## src/sv/sbfr_pkg.sv

```systemverilog
`default_nettype none
// ----------------------------------------------------------------------------
// Serial boot frame receiver package
// Constants and command and status bundles shared by the frame receiver
// controller and datapath, and the CRC-32 byte update used by the datapath.
// ----------------------------------------------------------------------------
package sbfr_pkg;

  // Default payload store depth.
  localparam int MAX_PAYLOAD_DEF = 32;

  // Configuration register indexes.
  localparam int CFG_IDX_W = 1;
  localparam logic [CFG_IDX_W-1:0] REG_BYTE_TIMEOUT = 1'd0;
  localparam logic [CFG_IDX_W-1:0] REG_IDLE_TIMEOUT = 1'd1;
  localparam int CFG_DATA_W = 16;

  // Configuration reset values.
  localparam logic [15:0] BYTE_TIMEOUT_RST = 16'd1000;
  localparam logic [15:0] IDLE_TIMEOUT_RST = 16'd5000;

  // Command bytes received in idle.
  localparam logic [7:0] CMD_ADDR = 8'hAA;
  localparam logic [7:0] CMD_DATA = 8'hDD;
  localparam logic [7:0] CMD_PING = 8'hCC;

  // Reply bytes.
  localparam logic [7:0] TX_ACK  = 8'hFF;
  localparam logic [7:0] TX_NACK = 8'h00;

  // Result kinds.
  localparam logic [1:0] KIND_TX      = 2'd0;
  localparam logic [1:0] KIND_WRITE   = 2'd1;
  localparam logic [1:0] KIND_TIMEOUT = 2'd2;

  // Input operation codes.
  localparam logic OP_BYTE = 1'b0;
  localparam logic OP_TICK = 1'b1;

  // Reflected CRC-32 polynomial.
  localparam logic [31:0] CRC_POLY = 32'hEDB88320;

  // Commands from the controller to the datapath.
  typedef struct packed {
    logic       tick;         // count one tick on both timers
    logic       open_frame;   // start a new frame
    logic       open_addr;    // the new frame is an address frame
    logic       clr_wait;     // a frame byte arrived
    logic       load_len;     // capture the length byte
    logic       shift_crc;    // shift in one expected CRC byte
    logic       take_payload; // store one payload byte and update the CRC
    logic       load_ptr;     // load the write pointer from the address frame
    logic       advance_ptr;  // advance the write pointer by the frame length
    logic       commit_clr;   // restart the commit index
    logic       commit_inc;   // step the commit index
    logic       emit;         // load the output register
    logic [1:0] emit_kind;
    logic [7:0] emit_tx;
    logic       emit_last;
  } dp_cmd_t;

  // Status from the datapath to the controller.
  typedef struct packed {
    logic out_free;         // output register can take a result this cycle
    logic idle_tick_expire; // a tick now would exceed the idle limit
    logic idle_expired;     // idle limit already exceeded
    logic wait_tick_expire; // a tick now would exceed the byte limit
    logic is_addr_cmd;
    logic is_data_cmd;
    logic is_ping_cmd;
    logic byte_zero;
    logic crc_last;         // this is the fourth CRC byte
    logic payload_last;     // this is the final payload byte
    logic frame_ok;         // CRC and length checks pass
    logic frame_is_addr;
    logic len_is_4;
    logic len_zero;
    logic commit_last;      // current commit index is the final byte
  } dp_stat_t;

  // One byte of the reflected CRC-32 update.
  function automatic logic [31:0] crc_byte(input logic [31:0] crc, input logic [7:0] b);
    logic [31:0] c;
    c = crc ^ {24'd0, b};
    for (int i = 0; i < 8; i++) begin
      c = c[0] ? ((c >> 1) ^ CRC_POLY) : (c >> 1);
    end
    return c;
  endfunction

endpackage
`default_nettype wire

```

## src/sv/serial_boot_frame_receiver.sv

```systemverilog
`default_nettype none
// Timing: a single reply to an accepted byte or tick appears in the output
// register on the next cycle. After the last byte of a frame the input
// stalls for the check state, then a store read and an output load per
// written byte and the final ack; output stalls add to these.
// Throughput: one item per cycle outside frame ends and output stalls.
// Reset: asynchronous, clears control state and timers; no clearing pass.
// ----------------------------------------------------------------------------
// Serial boot frame receiver
// Receives bootloader bytes and millisecond ticks, checks CRC-32 framed
// address and data commands, and emits replies, byte writes and timeouts.
// ----------------------------------------------------------------------------
module serial_boot_frame_receiver #(
  parameter int MAX_PAYLOAD = sbfr_pkg::MAX_PAYLOAD_DEF
) (
  input  wire                              clk_i,
  input  wire                              rst_ni,
  input  wire                              in_valid_i,
  output logic                             in_stall_o,
  input  wire                              operation_i,
  input  wire  [7:0]                       rx_byte_i,
  output logic                             out_valid_o,
  input  wire                              out_stall_i,
  output logic [1:0]                       kind_o,
  output logic [7:0]                       tx_byte_o,
  output logic [31:0]                      write_address_o,
  output logic [7:0]                       write_data_o,
  output logic                             last_o,
  input  wire                              cfg_valid_i,
  output logic                             cfg_ready_o,
  input  wire  [sbfr_pkg::CFG_IDX_W-1:0]   cfg_index_i,
  input  wire  [sbfr_pkg::CFG_DATA_W-1:0]  cfg_data_i
);

  sbfr_pkg::dp_cmd_t  cmd;
  sbfr_pkg::dp_stat_t stat;

  // Configuration writes are always accepted.
  assign cfg_ready_o = 1'b1;

  sbfr_ctrl u_ctrl (
    .clk_i       (clk_i),
    .rst_ni      (rst_ni),
    .in_valid_i  (in_valid_i),
    .in_stall_o  (in_stall_o),
    .operation_i (operation_i),
    .stat_i      (stat),
    .cmd_o       (cmd)
  );

  sbfr_datapath #(
    .MAX_PAYLOAD (MAX_PAYLOAD)
  ) u_datapath (
    .clk_i           (clk_i),
    .rst_ni          (rst_ni),
    .rx_byte_i       (rx_byte_i),
    .cfg_we_i        (cfg_valid_i && cfg_ready_o),
    .cfg_index_i     (cfg_index_i),
    .cfg_data_i      (cfg_data_i),
    .cmd_i           (cmd),
    .stat_o          (stat),
    .out_stall_i     (out_stall_i),
    .out_valid_o     (out_valid_o),
    .kind_o          (kind_o),
    .tx_byte_o       (tx_byte_o),
    .write_address_o (write_address_o),
    .write_data_o    (write_data_o),
    .last_o          (last_o)
  );

endmodule
`default_nettype wire

```

## src/sv/sbfr_ctrl.sv

```systemverilog
`default_nettype none
// ----------------------------------------------------------------------------
// Serial boot frame receiver controller
// Frame state machine: decodes commands in idle, walks through the length,
// CRC and payload bytes, and sequences the check and the write burst.
// ----------------------------------------------------------------------------
module sbfr_ctrl (
  input  wire                 clk_i,
  input  wire                 rst_ni,
  input  wire                 in_valid_i,
  output logic                in_stall_o,
  input  wire                 operation_i,
  input  sbfr_pkg::dp_stat_t  stat_i,
  output sbfr_pkg::dp_cmd_t   cmd_o
);

  typedef enum logic [3:0] {
    ST_IDLE,
    ST_LENGTH,
    ST_CRC,
    ST_PAYLOAD,
    ST_DEAD,
    ST_FINISH,
    ST_READ,
    ST_WRITE,
    ST_ACK
  } state_e;

  state_e state_q, state_d;
  logic   take_input;
  logic   accept;

  // Inputs are taken only in the byte-receiving states and when a result fits.
  always_comb begin
    case (state_q)
      ST_IDLE, ST_LENGTH, ST_CRC, ST_PAYLOAD, ST_DEAD: take_input = 1'b1;
      default:                                         take_input = 1'b0;
    endcase
  end

  assign in_stall_o = !take_input || !stat_i.out_free;
  assign accept     = in_valid_i && !in_stall_o;

  // Next state and datapath commands.
  always_comb begin
    state_d = state_q;
    cmd_o   = '0;
    case (state_q)
      ST_IDLE: begin
        if (accept) begin
          if (operation_i == sbfr_pkg::OP_TICK) begin
            cmd_o.tick = 1'b1;
            if (stat_i.idle_tick_expire) begin
              cmd_o.emit      = 1'b1;
              cmd_o.emit_kind = sbfr_pkg::KIND_TIMEOUT;
              cmd_o.emit_last = 1'b1;
              state_d         = ST_DEAD;
            end
          end else if (stat_i.idle_expired) begin
            cmd_o.emit      = 1'b1;
            cmd_o.emit_kind = sbfr_pkg::KIND_TIMEOUT;
            cmd_o.emit_last = 1'b1;
            state_d         = ST_DEAD;
          end else if (stat_i.is_addr_cmd) begin
            cmd_o.open_frame = 1'b1;
            cmd_o.open_addr  = 1'b1;
            state_d          = ST_LENGTH;
          end else if (stat_i.is_data_cmd) begin
            cmd_o.open_frame = 1'b1;
            state_d          = ST_LENGTH;
          end else if (stat_i.is_ping_cmd) begin
            cmd_o.emit      = 1'b1;
            cmd_o.emit_kind = sbfr_pkg::KIND_TX;
            cmd_o.emit_tx   = sbfr_pkg::TX_ACK;
            cmd_o.emit_last = 1'b1;
          end
        end
      end
      ST_LENGTH, ST_CRC, ST_PAYLOAD: begin
        if (accept) begin
          if (operation_i == sbfr_pkg::OP_TICK) begin
            cmd_o.tick = 1'b1;
            if (stat_i.wait_tick_expire) begin
              cmd_o.emit      = 1'b1;
              cmd_o.emit_kind = sbfr_pkg::KIND_TX;
              cmd_o.emit_tx   = sbfr_pkg::TX_NACK;
              cmd_o.emit_last = 1'b1;
              state_d         = ST_IDLE;
            end
          end else begin
            cmd_o.clr_wait = 1'b1;
            if (state_q == ST_LENGTH) begin
              cmd_o.load_len = 1'b1;
              state_d        = stat_i.byte_zero ? ST_FINISH : ST_CRC;
            end else if (state_q == ST_CRC) begin
              cmd_o.shift_crc = 1'b1;
              if (stat_i.crc_last) begin
                state_d = ST_PAYLOAD;
              end
            end else begin
              cmd_o.take_payload = 1'b1;
              if (stat_i.payload_last) begin
                state_d = ST_FINISH;
              end
            end
          end
        end
      end
      ST_FINISH: begin
        // Judge the frame once the last byte has been folded into the CRC.
        if (stat_i.out_free) begin
          cmd_o.emit_kind = sbfr_pkg::KIND_TX;
          cmd_o.emit_last = 1'b1;
          cmd_o.emit_tx   = sbfr_pkg::TX_NACK;
          if (!stat_i.frame_ok) begin
            cmd_o.emit = 1'b1;
            state_d    = ST_IDLE;
          end else if (stat_i.frame_is_addr) begin
            cmd_o.emit = 1'b1;
            if (stat_i.len_is_4) begin
              cmd_o.load_ptr = 1'b1;
              cmd_o.emit_tx  = sbfr_pkg::TX_ACK;
            end
            state_d = ST_IDLE;
          end else if (stat_i.len_zero) begin
            cmd_o.emit    = 1'b1;
            cmd_o.emit_tx = sbfr_pkg::TX_ACK;
            state_d       = ST_IDLE;
          end else begin
            cmd_o.commit_clr = 1'b1;
            state_d          = ST_READ;
          end
        end
      end
      ST_READ: begin
        // The store read for the current index completes in this cycle.
        state_d = ST_WRITE;
      end
      ST_WRITE: begin
        if (stat_i.out_free) begin
          cmd_o.emit      = 1'b1;
          cmd_o.emit_kind = sbfr_pkg::KIND_WRITE;
          if (stat_i.commit_last) begin
            state_d = ST_ACK;
          end else begin
            cmd_o.commit_inc = 1'b1;
            state_d          = ST_READ;
          end
        end
      end
      ST_ACK: begin
        if (stat_i.out_free) begin
          cmd_o.emit        = 1'b1;
          cmd_o.emit_kind   = sbfr_pkg::KIND_TX;
          cmd_o.emit_tx     = sbfr_pkg::TX_ACK;
          cmd_o.emit_last   = 1'b1;
          cmd_o.advance_ptr = 1'b1;
          state_d           = ST_IDLE;
        end
      end
      ST_DEAD: begin
        // Sticky timeout: inputs are taken and dropped.
        state_d = ST_DEAD;
      end
      default: begin
        state_d = ST_IDLE;
      end
    endcase
  end

  // State register.
  always_ff @(posedge clk_i or negedge rst_ni) begin
    if (!rst_ni) begin
      state_q <= ST_IDLE;
    end else begin
      state_q <= state_d;
    end
  end

endmodule
`default_nettype wire

```

## src/sv/sbfr_datapath.sv

```systemverilog
`default_nettype none
// ----------------------------------------------------------------------------
// Serial boot frame receiver datapath
// Timers, configuration registers, frame fields, running CRC, payload store,
// write pointer and the output register.
// ----------------------------------------------------------------------------
module sbfr_datapath #(
  parameter int MAX_PAYLOAD = sbfr_pkg::MAX_PAYLOAD_DEF
) (
  input  wire                               clk_i,
  input  wire                               rst_ni,
  input  wire  [7:0]                        rx_byte_i,
  input  wire                               cfg_we_i,
  input  wire  [sbfr_pkg::CFG_IDX_W-1:0]    cfg_index_i,
  input  wire  [sbfr_pkg::CFG_DATA_W-1:0]   cfg_data_i,
  input  sbfr_pkg::dp_cmd_t                 cmd_i,
  output sbfr_pkg::dp_stat_t                stat_o,
  input  wire                               out_stall_i,
  output logic                              out_valid_o,
  output logic [1:0]                        kind_o,
  output logic [7:0]                        tx_byte_o,
  output logic [31:0]                       write_address_o,
  output logic [7:0]                        write_data_o,
  output logic                              last_o
);

  localparam int AW = $clog2(MAX_PAYLOAD);
  localparam logic [7:0] MaxLen = 8'(MAX_PAYLOAD);

  logic [15:0]   byte_limit_q, idle_limit_q;
  logic [15:0]   idle_q, wait_q;
  logic [15:0]   idle_next, wait_next;
  logic          is_addr_q;
  logic [7:0]    len_q, left_q, pidx_q;
  logic [1:0]    crc_cnt_q;
  logic [31:0]   exp_crc_q, crc_q, addr_shift_q, ptr_q;
  logic [AW-1:0] cidx_q;
  logic [7:0]    store [MAX_PAYLOAD];
  logic [7:0]    rd_data_q;
  logic          out_valid_q, out_last_q;
  logic [1:0]    out_kind_q;
  logic [7:0]    out_tx_q, out_data_q;
  logic [31:0]   out_addr_q;

  // Saturating timer increments.
  assign idle_next = (idle_q == 16'hFFFF) ? idle_q : idle_q + 16'd1;
  assign wait_next = (wait_q == 16'hFFFF) ? wait_q : wait_q + 16'd1;

  // Status toward the controller.
  always_comb begin
    stat_o                  = '0;
    stat_o.out_free         = !out_valid_q || !out_stall_i;
    stat_o.idle_tick_expire = idle_next > idle_limit_q;
    stat_o.idle_expired     = idle_q > idle_limit_q;
    stat_o.wait_tick_expire = wait_next > byte_limit_q;
    stat_o.is_addr_cmd      = rx_byte_i == sbfr_pkg::CMD_ADDR;
    stat_o.is_data_cmd      = rx_byte_i == sbfr_pkg::CMD_DATA;
    stat_o.is_ping_cmd      = rx_byte_i == sbfr_pkg::CMD_PING;
    stat_o.byte_zero        = rx_byte_i == 8'd0;
    stat_o.crc_last         = crc_cnt_q == 2'd3;
    stat_o.payload_last     = left_q == 8'd1;
    stat_o.frame_ok         = ((len_q == 8'd0) || ((~crc_q) == exp_crc_q))
                              && (len_q <= MaxLen);
    stat_o.frame_is_addr    = is_addr_q;
    stat_o.len_is_4         = len_q == 8'd4;
    stat_o.len_zero         = len_q == 8'd0;
    stat_o.commit_last      = (8'(cidx_q) + 8'd1) == len_q;
  end

  // Configuration registers.
  always_ff @(posedge clk_i or negedge rst_ni) begin
    if (!rst_ni) begin
      byte_limit_q <= sbfr_pkg::BYTE_TIMEOUT_RST;
      idle_limit_q <= sbfr_pkg::IDLE_TIMEOUT_RST;
    end else if (cfg_we_i) begin
      case (cfg_index_i)
        sbfr_pkg::REG_BYTE_TIMEOUT: byte_limit_q <= cfg_data_i;
        sbfr_pkg::REG_IDLE_TIMEOUT: idle_limit_q <= cfg_data_i;
        default: ;
      endcase
    end
  end

  // Timers, frame fields, CRC and write pointer.
  always_ff @(posedge clk_i or negedge rst_ni) begin
    if (!rst_ni) begin
      idle_q       <= '0;
      wait_q       <= '0;
      is_addr_q    <= 1'b0;
      len_q        <= '0;
      left_q       <= '0;
      pidx_q       <= '0;
      crc_cnt_q    <= '0;
      exp_crc_q    <= '0;
      crc_q        <= '1;
      addr_shift_q <= '0;
      ptr_q        <= '0;
      cidx_q       <= '0;
    end else begin
      if (cmd_i.tick) begin
        idle_q <= idle_next;
        wait_q <= wait_next;
      end
      if (cmd_i.clr_wait) begin
        wait_q <= '0;
      end
      if (cmd_i.open_frame) begin
        idle_q    <= '0;
        wait_q    <= '0;
        is_addr_q <= cmd_i.open_addr;
        len_q     <= '0;
        left_q    <= '0;
        pidx_q    <= '0;
        crc_cnt_q <= '0;
        exp_crc_q <= '0;
        crc_q     <= '1;
      end
      if (cmd_i.load_len) begin
        len_q  <= rx_byte_i;
        left_q <= rx_byte_i;
      end
      if (cmd_i.shift_crc) begin
        exp_crc_q <= {exp_crc_q[23:0], rx_byte_i};
        crc_cnt_q <= crc_cnt_q + 2'd1;
      end
      if (cmd_i.take_payload) begin
        crc_q        <= sbfr_pkg::crc_byte(crc_q, rx_byte_i);
        left_q       <= left_q - 8'd1;
        pidx_q       <= pidx_q + 8'd1;
        addr_shift_q <= {addr_shift_q[23:0], rx_byte_i};
      end
      if (cmd_i.load_ptr) begin
        ptr_q <= addr_shift_q;
      end
      if (cmd_i.advance_ptr) begin
        ptr_q <= ptr_q + {24'd0, len_q};
      end
      if (cmd_i.commit_clr) begin
        cidx_q <= '0;
      end else if (cmd_i.commit_inc) begin
        cidx_q <= cidx_q + 1'b1;
      end
    end
  end

  // Payload store: one write port for arriving bytes, one registered read port.
  always_ff @(posedge clk_i) begin
    if (cmd_i.take_payload && (pidx_q < MaxLen)) begin
      store[pidx_q[AW-1:0]] <= rx_byte_i;
    end
    rd_data_q <= store[cidx_q];
  end

  // Output register control.
  always_ff @(posedge clk_i or negedge rst_ni) begin
    if (!rst_ni) begin
      out_valid_q <= 1'b0;
    end else if (cmd_i.emit) begin
      out_valid_q <= 1'b1;
    end else if (!out_stall_i) begin
      out_valid_q <= 1'b0;
    end
  end

  // Output register payload.
  always_ff @(posedge clk_i) begin
    if (cmd_i.emit) begin
      out_kind_q <= cmd_i.emit_kind;
      out_tx_q   <= (cmd_i.emit_kind == sbfr_pkg::KIND_TX) ? cmd_i.emit_tx : 8'd0;
      out_last_q <= cmd_i.emit_last;
      if (cmd_i.emit_kind == sbfr_pkg::KIND_WRITE) begin
        out_addr_q <= ptr_q + 32'(cidx_q);
        out_data_q <= rd_data_q;
      end else begin
        out_addr_q <= '0;
        out_data_q <= '0;
      end
    end
  end

  assign out_valid_o     = out_valid_q;
  assign kind_o          = out_kind_q;
  assign tx_byte_o       = out_tx_q;
  assign write_address_o = out_addr_q;
  assign write_data_o    = out_data_q;
  assign last_o          = out_last_q;

endmodule
`default_nettype wire
```

## config.mk

```make
export PLATFORM = sky130hd
export DESIGN_NAME = serial_boot_frame_receiver
export DESIGN_NICKNAME = d
export VERILOG_FILES = /design/src/sv/sbfr_pkg.sv /design/src/sv/serial_boot_frame_receiver.sv /design/src/sv/sbfr_ctrl.sv /design/src/sv/sbfr_datapath.sv
export SDC_FILE = /design/constraint.sdc
export NUM_CORES = 1
export LEC_CHECK = 0
export BUFFER_PORTS_ARGS = -buffer_cell sky130_fd_sc_hd__buf_2
export CORE_UTILIZATION = 50
export DETAILED_ROUTE_END_ITERATION = 16
export GPL_TIMING_DRIVEN = 0
export PLACE_DENSITY = 0.7
export SLEW_MARGIN = 0
export SYNTH_ARGS = -nofsm -noshare
export SYNTH_HDL_FRONTEND = slang
export SYNTH_SLANG_ARGS = --single-unit
```

## constraint.sdc

```tcl
create_clock -name clk_i -period 6.1 [get_ports clk_i]
set_clock_uncertainty 0.05 [all_clocks]
set_input_delay 0.915 -clock clk_i [delete_from_list [all_inputs] [get_ports clk_i]]
set_output_delay 0.915 -clock clk_i [all_outputs]
set_load 0.1 [all_outputs]
```

==> summary.txt <==
Detailed routing
  • Drt wl/cell: 21.32 µm
  • Drt pass-1 iters: 5
  • Aggregate routed wire length: 63,540 µm
  • Routed via count: 17,790
  • Post-DRT Antenna Nets: 0
  • Via/cell ratio: 5.969
  • 1st-iter DRT viols: 1,912
  • Drt drc: 0

Finish
  • Final Util: 0.5766
  • Ant diodes: 0
  • Area delta synth->final: 12.85%
  • Reg area: 0.01495 mm²
  • Nets: 2,364
  • Layout fillers: 4,028
  • Layout cells sized above 1: 0.1672
  • Multi-input logic area: 0.01014 mm²

Floorplanning
  • Die Height: 229.3 µm
  • IO Count: 85
  • Core footprint: 0.05058 mm²
  • Die W: 229.3 µm
  • Starting density of the core: 0.5109
  • Full die area: 0.05260 mm²
  • # rows: 82

Global routing
  • Vias in the first global route: 17,600
  • Initial antenna violation count: 0
  • First-pass GRT wire length: 99,740 µm
  • Total track usage: 0.2437
  • Total global routing overflow: 0
  • Largest net degree at the start of global routing: 121

Synthesis
  • Synthesized area: 0.02584 mm²
  • Top post-synthesis cells by count: 300 x edfxtp_1, 284 x nand2_1, 186 x dfrtp_1
  • Synth top area share: 0.3486
  • Area contributors post-synth: edfxtp_1 35%, dfrtp_1 18%, mux4_2 7.0%, dfstp_2 4.4%, nand2_1 4.1%
  • Post-synth EDFFs: 300
  • Main synth FF type: edfxtp_1
  • Mean Syn Cell Area: 12.21 µm²
  • Yosys top cell by area: edfxtp_1
  • Syn nets: 2,221
  • Count of state elements after synthesis: 537
  • Synth Warn #: 0
  • Syn Inst Count: 2,117
  • Fraction of registers with async set/reset: 0.4264
  • Number of library cell types mapped by synthesis: 82
  • Seq/Total Area, Yosys: 0.5786
  • Top-count cell post-synth: edfxtp_1

Timing
  • Post-route minimum period: 4.857 ns
  • Worst Tran Pin Value: 0.9805 ns
  • Final setup viols: 0
  • Final period util: 0.7962
  • Max Slew Vio Count: 0
  • Fin. Hold Viols: 0
  • Fmax: 205.9 MHz
  • RSZ-0062 raised after global routing: false
  • Max transition margin: 0.3417

Placed design
  • Routability cong.: 0.8932
  • Buffers on Ports: 83
  • Detailed placement HPWL: 43,950 µm

Critical path
  • Crit Path Category: register to register
  • Critical-path top delay cell: or4_1
  • WP data arrival: 5.10 ns
  • CP Cell Sequence: clkbuf_2 -> and4_1 -> nand4_2 -> or4_1 -> nand3_1 -> nor2_1 -> xor2_1 -> ha_1 -> nand4_1 -> nor4_1 -> a21boi_0 -> o31a_1 -> o21ai_0 -> a21o_1 -> nand3_2 -> buf_12
  • Crit path buf inv count: 2
  • Startpoint types: register
  • Delay of the slowest critical-path stage: 0.69 ns
  • Worst Path Max Fanout: 38
  • Cell family with most CP delay: simple AND/OR/NAND/NOR gates
  • CP required: 6.35 ns
  • CP Capture Type: register

Power and ir drop
  • Leakage: 11.22 nW
  • Worst vdd ir: 0.2994 mV
  • Total power: 12.86 mW
  • Power Density: 440.9 mW/mm²

Outcome
  • Status: finished, final reports clean

Clock network
  • Root Driver: clkbuf_16
  • Clock slew at reported path FFs: 0.06 ns
  • TritonCTS buffer count: 56
  • CTS H-tree lvls: 2
  • Clk sinks: 537
  • Clk_lat worst skew: 0.65 ns
  • PostCTS Resize Cnt: 0
  • Clock tree from TritonCTS: yes
  • Hold-fix buffers, CTS: 0
  • Post-CTS Setup Bufs: 0
  • Longest Clk Path Bufs: 3

Hold path
  • Hold Crit Class: input port to async pin

Job
  • Max Cap Violations: 0
-- routing by layer --
metal | GRT usage | vias to the layer above | share of wire
li1 | - | 8059 | -
met1 | 0.3322 | 8941 | 0.42
met2 | 0.4094 | 670 | 0.50
met3 | 0.02888 | 117 | 0.056
met4 | 0.07500 | 0 | 0.026
met5 | 0 | - | 0
-- power by group --
group          switching (mW)  leakage (nW)  internal, mW  total (mW)
Combinational            2.68          4.56          1.63        4.31
Clock                    1.49         0.970          2.14        3.63
Sequential              0.476          5.69          4.44        4.91
Total                    4.65          11.2          8.21        12.9
-- flip-flops by register name, indices dropped and copies added (netlist names) --
signal and cells:
u_datapath.exp_crc_q 32, u_datapath.store 256, u_datapath.crc_q 32, u_datapath.pidx_q 8, u_datapath.idle_q 16, u_datapath.kind_o 2
u_datapath.idle_limit_q 16, u_datapath.cidx_q 5, u_ctrl.state_q 4, u_datapath.wait_q 16, u_datapath.write_data_o 8, u_datapath.tx_byte_o 1
u_datapath.left_q 8, u_datapath.len_q 8, u_datapath.addr_shift_q 32, u_datapath.write_address_o 32, u_datapath.byte_limit_q 16, u_datapath.rd_data_q 8
u_datapath.last_o 1, u_datapath.crc_cnt_q 2, u_datapath.out_valid_o 1, u_datapath.is_addr_q 1, u_datapath.ptr_q 32
-- worst reg2reg max path: cells and delay by family, from the launching register on --
kind,cells,cell delay (ns)
AOI/OAI and AO/OA,4,0.85
xor gates and xnor gates,1,0.16
adders and majority gates,1,0.28
buffers and inverters,2,0.43
DFF,1,0.35
and+or+nand+nor,8,2.39
-- cell type report --
class | instances | share of cell area
well taps | 672 | 0.02883
flip-flops and latches | 537 | 0.5127
multi-input cells | 1400 | 0.3477
plain buffers | 120 | 0.01810
clock buffers | 76 | 0.05449
repair buffers | 85 | 0.01622
clock inverters | 30 | 0.01420
inverters | 60 | 0.007722
-- through the flow --
| step | std cells | instance area [µm²] | TNS [ns] | setup WS (ns) | hold slack [ns] |
|---|---|---|---|---|---|
| CTS | 2980 | 29160 | 0 | 1.227 | 0.3106 |
| floorplan | 2117 | 25840 | 0 | 1.045 | 0.3965 |
| global placement | 2872 | 27100 | -3.209 | -0.06875 | 0.4175 |
| global route | 2980 | 29160 | 0 | 0.9106 | 0.3767 |
| detailed placement | 2874 | 27160 | 0 | 1.268 | 0.4133 |
| finish | 2980 | 29160 | 0 | 1.243 | 0.3023 |
-- cells by family after synthesis --
logic type	after synthesis	share of synthesized area
compound gates	334	0.08628
mux	111	0.08308
simple gates	714	0.1299
flops	537	0.5786
other cells	1	0.0001451
buf+inv	180	0.02915
xor+xnor	167	0.05689
fa+ha+maj	73	0.03593
-- worst paths after layout --
check / from / slack [ns] / depth (start not counted) / endpoint
max: u_datapath.idle_q[4]$_DFFE_PN0P_ / 1.24 / 16 / u_datapath.write_address_o[4]$_SDFFCE_PP0P_
min: rst_ni / 0.30 / 1 / u_datapath.ptr_q[31]$_DFFE_PN0P_
max reg2reg: u_datapath.idle_q[4]$_DFFE_PN0P_ / 1.24 / 16 / u_datapath.write_address_o[4]$_SDFFCE_PP0P_
min reg2reg: u_datapath.addr_shift_q[25]$_DFFE_PN0P_ / 0.43 / 2 / u_datapath.addr_shift_q[25]$_DFFE_PN0P_
max in group asynchronous: rst_ni / 4.59 / 2 / u_datapath.idle_limit_q[4]$_DFFE_PN0P_
min in group clk_i: u_datapath.addr_shift_q[25]$_DFFE_PN0P_ / 0.43 / 2 / u_datapath.addr_shift_q[25]$_DFFE_PN0P_
-- layout by cell type, fill, tap and decap left out, drive strengths merged, types with 18 or more instances in the layout --
cell | Yosys | layout
edfxtp | 300 | 300
nand2 | 284 | 284
dfrtp | 186 | 186
clkbuf | 81 | 157
nor2 | 139 | 139
buf | 39 | 124
xnor2 | 121 | 121
o21ai | 96 | 96
a21oi | 84 | 84
mux4 | 80 | 80
ha | 71 | 71
nor3 | 62 | 62
inv | 60 | 61
nand3 | 61 | 61
xor2 | 46 | 46
dfstp | 43 | 43
nor4 | 30 | 30
mux2 | 28 | 28
nand4 | 28 | 28
and3 | 26 | 26
and2 | 21 | 21
clkinv | 0 | 19
a211oi | 18 | 18
Power figures use the tool's default switching activity.
